<file path="src/rtl/amma_pkg.sv">
`timescale 1ns / 1ps

package amma_pkg;

	localparam int unsigned WINDOW_DEF = 10;
	localparam int unsigned AXIS_W     = 16;
	localparam int unsigned MAG_W      = 16;
	localparam int unsigned MAG_MAX    = 56755;
	localparam int unsigned SQ_W       = 32;
	localparam int unsigned ROOT_STEPS = 16;
	localparam int unsigned AXES       = 3;
	localparam logic [MAG_W-1:0] THRESHOLD_RESET = 16'd410;

	typedef enum logic [5:0] {
		ST_IDLE   = 6'b000001,
		ST_SQUARE = 6'b000010,
		ST_ROOT   = 6'b000100,
		ST_UPDATE = 6'b001000,
		ST_DIVIDE = 6'b010000,
		ST_DONE   = 6'b100000
	} state_t;

endpackage

</file>
<file path="src/rtl/accel_magnitude_moving_average.sv">
`timescale 1ns / 1ps
// An item runs through the shared multiplier (3 squares), the 16-step square-root unit
// and a reciprocal multiply for the divide by WINDOW in turn. A new item is taken only
// once the block is back in its idle state, after the last result went to m_tdata.
// A result not yet taken holds the block in its finishing step with s_tready low.
// Reset (arst_n low, asynchronous): window, sum and write position cleared,
// threshold back to 410, no result pending.
module accel_magnitude_moving_average #(
	parameter int unsigned WINDOW = amma_pkg::WINDOW_DEF
) (
	input  logic        clk,
	input  logic        arst_n,
	input  logic        s_tvalid,
	output logic        s_tready,
	input  logic [47:0] s_tdata,   // accel_x [15:0], accel_y [31:16], accel_z [47:32]
	output logic        m_tvalid,
	input  logic        m_tready,
	output logic [23:0] m_tdata,   // average_magnitude [15:0], moving [16], zero [23:17]
	input  logic        cfg_we,
	input  logic [15:0] cfg_wdata
);
	import amma_pkg::*;

	localparam int unsigned SW = $clog2(WINDOW * (MAG_MAX + 1));
	localparam int unsigned PW = (WINDOW > 1) ? $clog2(WINDOW) : 1;
	localparam int unsigned CW = $clog2(ROOT_STEPS);
	localparam int unsigned SH = SW + $clog2(WINDOW);
	localparam longint unsigned RCP_FULL =
		((64'd1 << SH) + 64'(WINDOW) - 64'd1) / 64'(WINDOW);
	localparam logic [SW:0] RCP = RCP_FULL[SW:0];

	state_t               state_q;
	logic [CW-1:0]        cnt_q;
	logic [AXIS_W-1:0]    ax_q, ay_q, az_q;
	logic [SQ_W-1:0]      rad_q;
	logic [16:0]          srem_q;
	logic [MAG_W-1:0]     root_q;
	logic [SW-1:0]        sum_q;
	logic [MAG_W-1:0]     div_q;
	logic [PW-1:0]        wpos_q;
	logic [WINDOW-1:0]    valid_q;
	logic [MAG_W-1:0]     mem [WINDOW];
	logic [MAG_W-1:0]     old_q;
	logic [MAG_W-1:0]     thr_q;
	logic [MAG_W-1:0]     avg_q;
	logic                 moving_q;
	logic                 m_tvalid_q;

	logic [AXIS_W-1:0]    axis_sel;
	logic [AXIS_W:0]      axis_ext;
	logic [AXIS_W:0]      axis_abs;
	logic [2*AXIS_W+1:0]  prod;
	logic [19:0]          root_trial;
	logic [MAG_W-1:0]     old_val;
	logic [SW-1:0]        new_sum;
	logic [2*SW:0]        quot_prod;
	logic                 accept;
	logic                 out_free;

	assign accept   = s_tvalid && s_tready;
	assign out_free = !m_tvalid_q || m_tready;
	assign s_tready = (state_q == ST_IDLE);
	assign m_tvalid = m_tvalid_q;
	assign m_tdata  = {7'd0, moving_q, avg_q};

	always_comb begin
		unique case (cnt_q[1:0])
			2'd0:    axis_sel = ax_q;
			2'd1:    axis_sel = ay_q;
			default: axis_sel = az_q;
		endcase
		axis_ext   = {axis_sel[AXIS_W-1], axis_sel};
		axis_abs   = axis_sel[AXIS_W-1] ? ((AXIS_W+1)'(0) - axis_ext) : axis_ext;
		prod       = axis_abs * axis_abs;
		root_trial = {1'b0, srem_q, rad_q[SQ_W-1:SQ_W-2]} - {2'b00, root_q, 2'b01};
		old_val    = valid_q[wpos_q] ? old_q : '0;
		new_sum    = sum_q - SW'(old_val) + SW'(root_q);
		quot_prod  = sum_q * RCP;
	end

	always_ff @(posedge clk or negedge arst_n) begin
		if (!arst_n) begin
			thr_q <= THRESHOLD_RESET;
		end else if (cfg_we) begin
			thr_q <= cfg_wdata;
		end
	end

	always_ff @(posedge clk) begin
		old_q <= mem[wpos_q];
		if (state_q == ST_UPDATE) begin
			mem[wpos_q] <= root_q;
		end
	end

	always_ff @(posedge clk) begin
		if (accept) begin
			ax_q <= s_tdata[15:0];
			ay_q <= s_tdata[31:16];
			az_q <= s_tdata[47:32];
		end
	end

	always_ff @(posedge clk or negedge arst_n) begin
		if (!arst_n) begin
			state_q    <= ST_IDLE;
			cnt_q      <= '0;
			rad_q      <= '0;
			srem_q     <= '0;
			root_q     <= '0;
			sum_q      <= '0;
			div_q      <= '0;
			wpos_q     <= '0;
			valid_q    <= '0;
			avg_q      <= '0;
			moving_q   <= 1'b0;
			m_tvalid_q <= 1'b0;
		end else begin
			if (m_tvalid_q && m_tready && (state_q != ST_DONE)) begin
				m_tvalid_q <= 1'b0;
			end
			unique case (state_q)
				ST_IDLE: begin
					if (accept) begin
						rad_q   <= '0;
						cnt_q   <= '0;
						state_q <= ST_SQUARE;
					end
				end
				ST_SQUARE: begin
					rad_q <= rad_q + prod[SQ_W-1:0];
					if (cnt_q == CW'(AXES - 1)) begin
						cnt_q   <= '0;
						srem_q  <= '0;
						root_q  <= '0;
						state_q <= ST_ROOT;
					end else begin
						cnt_q <= cnt_q + 1'b1;
					end
				end
				ST_ROOT: begin
					rad_q <= {rad_q[SQ_W-3:0], 2'b00};
					if (!root_trial[19]) begin
						srem_q <= root_trial[16:0];
						root_q <= {root_q[MAG_W-2:0], 1'b1};
					end else begin
						srem_q <= {srem_q[14:0], rad_q[SQ_W-1:SQ_W-2]};
						root_q <= {root_q[MAG_W-2:0], 1'b0};
					end
					if (cnt_q == CW'(ROOT_STEPS - 1)) begin
						cnt_q   <= '0;
						state_q <= ST_UPDATE;
					end else begin
						cnt_q <= cnt_q + 1'b1;
					end
				end
				ST_UPDATE: begin
					sum_q           <= new_sum;
					valid_q[wpos_q] <= 1'b1;
					if (wpos_q == PW'(WINDOW - 1)) begin
						wpos_q <= '0;
					end else begin
						wpos_q <= wpos_q + 1'b1;
					end
					cnt_q   <= '0;
					state_q <= ST_DIVIDE;
				end
				ST_DIVIDE: begin
					div_q   <= quot_prod[SH +: MAG_W];
					state_q <= ST_DONE;
				end
				ST_DONE: begin
					if (out_free) begin
						avg_q      <= div_q;
						moving_q   <= (div_q > thr_q);
						m_tvalid_q <= 1'b1;
						state_q    <= ST_IDLE;
					end
				end
				default: begin
					state_q <= ST_IDLE;
				end
			endcase
		end
	end

	a_busy_after_accept: assert property (@(posedge clk) disable iff (!arst_n)
		s_tvalid && s_tready |=> !s_tready)
		else $error("block still ready after taking an item");

	a_result_from_done: assert property (@(posedge clk) disable iff (!arst_n)
		$rose(m_tvalid) |-> $past(state_q == ST_DONE))
		else $error("result raised outside the finishing step");

	a_sum_bound: assert property (@(posedge clk) disable iff (!arst_n)
		sum_q <= SW'(WINDOW * MAG_MAX))
		else $error("window sum beyond the largest possible value");

	a_wpos_range: assert property (@(posedge clk) disable iff (!arst_n)
		wpos_q <= PW'(WINDOW - 1))
		else $error("write position outside the window");

endmodule
</file>
<file path="config.mk">
export PLATFORM = sky130hd
export DESIGN_NAME = accel_magnitude_moving_average
export DESIGN_NICKNAME = d
export VERILOG_FILES = /design/src/rtl/amma_pkg.sv /design/src/rtl/accel_magnitude_moving_average.sv
export SDC_FILE = /design/constraint.sdc
export NUM_CORES = 2
export LEC_CHECK = 0
export BUFFER_PORTS_ARGS = -buffer_cell sky130_fd_sc_hd__buf_2
export CAP_MARGIN = 20
export CORE_UTILIZATION = 40
export CTS_CLUSTER_DIAMETER = 50
export DETAILED_ROUTE_END_ITERATION = 10
export PLACE_DENSITY = 0.53
export REMOVE_ABC_BUFFERS = 1
export SETUP_SLACK_MARGIN = 0.1
export SKIP_CTS_REPAIR_TIMING = 1
export SYNTH_ARGS = -nofsm -noshare
export SYNTH_HDL_FRONTEND = slang
export SYNTH_SLANG_ARGS = --single-unit
</file>
<file path="constraint.sdc">
create_clock -name clk -period 8.9 [get_ports clk]
set_input_delay 0.445 -clock clk [delete_from_list [all_inputs] [get_ports clk]]
set_output_delay 0.445 -clock clk [all_outputs]
set_load 0.005 [all_outputs]
</file>
## Word-level counts from Yosys, hierarchy flattened

Memory sizes are Yosys's and may differ from the RTL's. A register that Yosys moved wholly into a read port is not among the register bits.
Cells that the tools add are included.

| cells by class | value |
|---|---|
| divide/modulo/power cells | 0 |
| bitwise gates (word level) | 1 |
| $add $sub $neg | 7 |
| mux-type cells | 30 |
| eq/ne operators | 15 |
| reduce and logical (&&, ||, !) cells | 15 |
| shift-type cells | 0 |
| multipliers | 2 |
| order comparisons | 3 |

Operators by type and width:

| operator | number |
|---|---|
| $pmux 32 s3 | 1 |
| $pmux 16 s2 | 2 |
| $mux 17 | 3 |
| $mul 20x20->39 const B | 1 |
| $pmux 6 s6 | 1 |
| $pmux 17 s2 | 1 |
| $add 32x32->32 | 1 |
| $mul 17x17->32 | 1 |
| $mux 16 | 2 |
| $mux 32 | 1 |
| $mux 6 | 4 |
| $add 20x16->20 | 1 |
| $sub 19x18->20 | 1 |
| $sub 20x16->20 | 1 |
| $sub 1x16->17 const A | 1 |
| $gt 16x16->1 | 1 |
| $mux 4 | 4 |
| $pmux 4 s4 | 1 |
| $or 10x10->10 | 1 |
| $add 4x1->4 const B | 2 |
| $eq 4x4->1 const B | 2 |
| $mux 1 | 8 |
| $reduce_and 2->1 | 4 |
| $eq 6x1->1 const B | 1 |
| 22 further kinds | 27 |

| word-level totals | value |
|---|---|
| bits in latches | 0 |
| output and inout bits | 26 |
| memory bits (read-only) | 0 |
| memory bits (writable) | 160 |
| memories kept | 1 |
| bits of input ports | 69 |
| word-level logic and storage cells | 90 |
| bits in registers | 207 |

Memories:

| memory | depth | bits a word | read ports | clocked after Yosys merged registers in | write ports | line | text |
|---|---|---|---|---|---|---|---|
| mem | 10 | 16 | 1 | 1 | 1 | accel_magnitude_moving_average.sv:42 | `logic [MAG_W-1:0] mem [WINDOW];` |

## Depth between registers and ports, before layout

| depth | value |
|---|---|
| depth after elaboration | 7 |
| depth in mapped cells | 37 |

## Least setup slack after synthesis

OpenSTA, ideal clock, no wires.

| timing | value |
|---|---|
| path type | reg2reg |
| from | register cnt_q[0] |
| to | register rad_q[29] |
| path slack | 0.965 ns |
| stages on the path, launching flop included | 36 |
| arrival time | 7.801 ns |
| library setup time | 0.134 ns |
| buffers on the path | 3 |
| cell sequence | dfrtp_1 -> inv_1 -> ha_1 -> buf_6 -> a22o_1 -> a21o_2 -> inv_1 -> clkbuf_1 -> ha_1 -> nand3_2 -> a21boi_2 -> a31oi_2 -> xnor2_4 -> inv_2 -> nor2_1 -> fa_1 -> fa_1 -> inv_1 -> fa_1 -> inv_1 -> fa_1 -> fa_1 -> inv_1 -> fa_1 -> inv_1 -> ha_1 -> clkbuf_1 -> a21o_1 -> a21o_1 -> a21o_1 -> a21o_1 -> a21o_1 -> a21o_1 -> a211oi_1 -> xor2_1 -> o21ai_0 |

| between the ends | value |
|---|---|
| cells in the longest elaborated chain, start to end | 7 |
| elaborated cells between the ends (all ways) | 8 |
| classes of those cells | add/sub: 2; mul: 1; eq/ne: 1; mux: 3; reduce/logical: 1 |

RTL lines:

| item | line | text |
|---|---|---|
| start, declared | accel_magnitude_moving_average.sv:33 | `logic [CW-1:0] cnt_q;` |
| start signal, assigned | accel_magnitude_moving_average.sv:138 | `cnt_q <= cnt_q + 1'b1;` |
| start signal, assigned | accel_magnitude_moving_average.sv:154 | `cnt_q <= cnt_q + 1'b1;` |
| $eq 2x1->1 / $logic_not 2->1 (equally long branches) | accel_magnitude_moving_average.sv:67 | `unique case (cnt_q[1:0])` |
| $pmux 16 s2 * | accel_magnitude_moving_average.sv:67 |  |
| $sub 1x16->17 | accel_magnitude_moving_average.sv:73 | `axis_abs = axis_sel[AXIS_W-1] ? ((AXIS_W+1)'(0) - axis_ext) : axis_ext;` |
| $mux 17 * | accel_magnitude_moving_average.sv:73 |  |
| $mul 17x17->32 * | accel_magnitude_moving_average.sv:74 | `prod = axis_abs * axis_abs;` |
| $add 32x32->32 * | accel_magnitude_moving_average.sv:131 | `rad_q <= rad_q + prod[SQ_W-1:0];` |
| $pmux 32 s3 * | accel_magnitude_moving_average.sv:122 | `unique case (state_q)` |
| end signal, assigned | accel_magnitude_moving_average.sv:131 |  |
| end signal, assigned | accel_magnitude_moving_average.sv:142 | `rad_q <= {rad_q[SQ_W-3:0], 2'b00};` |
| end, declared | accel_magnitude_moving_average.sv:35 | `logic [SQ_W-1:0] rad_q;` |

Every way passes the cells marked *; elsewhere a longest branch is shown, timed or not.
A chain may end at the register's enable or synchronous reset.

## Worst setup path in the final report

Same ends and word-level chain as after synthesis.

==> run_results.csv <==
group,metric,value,unit
drt,ant_nets,0,
run_status,status,"finished, final reports clean",
worst_setup_path,cpMostUsedCell,"a21o_1",
floorplanning,die_w,290,µm
floorplanning,num_io_pins,95,
logic_synthesis,synthArstFlopShare,0.415,
timing,fin_tns_setup,0,ns
placed_design,dp_hpwl,60.7,mm
global_route,grt_pass1_wl,125,mm
run,max_cap_viol_count,0,
worst_setup_path,start_kind,"flip-flop",
cts,clock-sinks,383,
timing,hold_viol,0,
logic_synthesis,synth_seq_cells,383,
floorplanning,die-area,83800,µm²
logic_synthesis,yosys_most_used_dff,"edfxtp_1",
global_route,grt.overflow.total,0,
worst_setup_path,required,9.36,ns
global_route,grt_start_max_net_pins,66,
layout,syn_to_final_growth,13.0,%
worst_setup_path,r2r-start,"cnt_q[0]$_DFFE_PN0P_",
logic_synthesis,synthDistinctLibCells,83,
global_route,track_usage,0.190,
layout,final_nets,4005,
logic_synthesis,ys_warn_count,0,
timing,slew_headroom,0.254,
worst_setup_path,regToRegEndpoint,"rad_q[29]$_DFFE_PN0P_",
cts,clock_latency,0.65,ns
worst_setup_path,path_delay_family,"adder cells",
drt,wl,76.7,mm
logic_synthesis,syn_area,33100,µm²
logic_synthesis,syn_inst,3041,
floorplanning,core_area,82000,µm²
global_route,antenna_found_initial,0,
cts,tritoncts,"yes",
cts,cts.htree.levels,2,
logic_synthesis,syn_avg_cell_area,10.9,µm²
timing,setup_violations,0,
min_path,hold_path_class,"primary input to flip-flop",
worst_setup_path,cpMaxStageDelayCell,"fa_1",
worst_setup_path,r2r_cells,32,
drt,drt_iter0_markers,1161,
worst_setup_path,slowest_delay,0.54,ns
drt,drc,0,
logic_synthesis,synth_edf_count,208,
layout,antennaDiodeCount,0,
cts,cts_buffer_depth,3,
worst_setup_path,critPathArrivalTime,8.72,ns
timing,skew,0.0548,ns
layout,final_area,37400,µm²
floorplanning,start_util,0.403,
drt,viasPerCell,5.00,
cts,cts.clk_slew.worst_paths,0.06,ns
placed_design,dpl_cell_area,35100,µm²
min_path,holdPathStages,1,
placed_design,place_congestion,0.890,
timing,layout_worst_path_cycle_share,0.928,
timing,worstMarginPinSlew,1.12,ns
cts,root_buffer,"clkbuf_16",
global_route,grt_pass1_vias,23400,
timing,period_minus_slack,8.26,ns
min_path,min_to,"ax_q[7]$_DFFE_PP_",
min_path,min_from,"s_tdata[7]",
worst_setup_path,reg2reg_slack,0.64,ns
layout,drive_above_1_share,0.115,
drt,first_pass_iters,6,
logic_synthesis,ys_seq_area_frac,0.319,
worst_setup_path,worstSetupPathType,"flip-flop to flip-flop",
worst_setup_path,crit_path_end_kind,"flip-flop",
timing,rsz0062_at_grt,"no",
floorplanning,die_h,290,µm
placed_design,portBuffers,87,
floorplanning,row_count,105,
drt,vias,21600,
layout,n_fill_cell,7682,
cts,numCtsBuffers,57,
worst_setup_path,critPathBufInv,7,
timing,fmax,0.121,GHz
timing,report.final.slew_viol_count,0,
worst_setup_path,cp_max_fo,12,
drt,wl_per_cell,17.7,µm
per-stage QoR:
stage / instances / hold slack, ns / setup slack [ns] / utilization
2_1_floorplan: 2996 / 0.149 / 0.644 / -
3_3_place_gp: 4202 / 0.446 / 0.448 / 0.428
3_5_place_dp: 4202 / 0.448 / 0.220 / 0.428
4_1_cts: 4310 / -0.233 / 0.153 / 0.453
5_1_grt: 4329 / -0.00214 / 0.142 / 0.456
6_report: 4329 / 0.0215 / 0.638 / 0.456
synth_stat cells (9+ instances only):
master | number | area share
inv_1 | 710 | 0.081
fa_1 | 375 | 0.23
ha_1 | 351 | 0.13
edfxtp_1 | 208 | 0.19
nand2_1 | 188 | 0.021
dfrtp_1 | 153 | 0.12
o21ai_0 | 126 | 0.019
a21oi_1 | 102 | 0.015
nor2_1 | 96 | 0.011
clkbuf_1 | 61 | 0.0069
xnor2_1 | 56 | 0.015
a21o_1 | 46 | 0.010
and2_1 | 43 | 0.0081
xor2_1 | 36 | 0.0095
mux4_2 | 34 | 0.023
mux2i_1 | 33 | 0.010
a211oi_1 | 27 | 0.0061
nand3_1 | 27 | 0.0041
a22oi_1 | 23 | 0.0052
a22o_1 | 20 | 0.0053
mux2_2 | 20 | 0.0068
nor3_1 | 19 | 0.0029
o31ai_1 | 17 | 0.0039
dfxtp_1 | 16 | 0.0097
o21ai_1 | 16 | 0.0024
or2_2 | 16 | 0.0030
a31oi_1 | 13 | 0.0025
nor2b_1 | 13 | 0.0025
o21a_1 | 13 | 0.0030
nand2b_1 | 11 | 0.0021
and3_1 | 10 | 0.0019
o21bai_1 | 10 | 0.0023
buf_2 | 9 | 0.0014
buf_4 | 9 | 0.0020
or3_1 | 9 | 0.0017
routing by layer:
metal / GRT usage / vias up / share of wire
li1: - / 10200 / -
met1: 0.254 / 10900 / 0.45
met2: 0.327 / 355 / 0.49
met3: 0.0274 / 98 / 0.041
met4: 0.0438 / 0 / 0.018
met5: 0 / - / 0
area by class of cell:
class,instances,area [µm²],area share
Clock buffer,58,1430,0.0383
Clock inverter,50,623,0.0167
Inverter,717,2690,0.0720
Multi-Input combinational cell,1896,19700,0.528
Sequential cell,383,10600,0.282
Tap cell,1070,1340,0.0358
Timing Repair Buffer,155,1000,0.0269
kinds of logic (layout without fill, tap and decap cells):
group                    Yosys count  count (layout)  share of synthesized area
AO/OA/AOI/OAI                    471             471                     0.0928
XOR/XNOR                          95              95                     0.0262
adder cells (fa/ha/maj)          726             726                      0.360
buffers and inverters            803             980                     0.0934
flip-flops                       383             383                      0.319
multiplexers                      87              87                     0.0400
other                              2              43                   0.000227
AND/OR/NAND/NOR                  474             474                     0.0685
cell usage in the layout, fill, tap and decap left out, drive strengths merged, types with 11 or more instances in the layout:
master,synthesis,final
a211oi,30,30
a21o,47,47
a21oi,102,102
a22o,20,20
a22oi,23,23
a31oi,14,14
and2,44,44
buf,25,139
clkbuf,61,58
clkinv,1,22
conb,2,43
dfrtp,153,153
dfxtp,16,16
dlygate4sd3,0,16
edfxtp,208,208
fa,375,375
ha,351,351
inv,716,734
mux2,20,20
mux2i,33,33
mux4,34,34
nand2,188,188
nand2b,11,11
nand3,28,28
nor2,100,100
nor2b,13,13
nor3,19,19
o21a,13,13
o21ai,143,143
o31ai,17,17
or2,16,16
xnor2,58,58
xor2,37,37
state kept, by name, summed over array words and instances, names as in the netlist, 4 cells and up:
register / cells
mem: 160
rad_q: 32
sum_q: 20
srem_q: 17
avg_q: 16
ax_q: 16
ay_q: 16
az_q: 16
div_q: 16
old_q: 16
root_q: 16
thr_q: 16
valid_q: 10
state_q: 6
cnt_q: 4
wpos_q: 4
worst max path at each step:
stage	slack (ns)	end	startpoint	cells past startpoint
6_report	0.64	rad_q[29]$_DFFE_PN0P_	cnt_q[0]$_DFFE_PN0P_	32
5_1_grt	0.14	rad_q[28]$_DFFE_PN0P_	cnt_q[1]$_DFFE_PN0P_	33
4_1_cts	0.15	rad_q[27]$_DFFE_PN0P_	cnt_q[0]$_DFFE_PN0P_	32
3_5_place_dp	0.22	rad_q[27]$_DFFE_PN0P_	cnt_q[0]$_DFFE_PN0P_	32
3_3_place_gp	0.45	rad_q[27]$_DFFE_PN0P_	cnt_q[0]$_DFFE_PN0P_	32
2_1_floorplan	0.64	rad_q[28]$_DFFE_PN0P_	cnt_q[0]$_DFFE_PN0P_	30
Power is not shown: default switching activity piles up to over one toggle a cycle in this logic, so the estimate is an artifact.
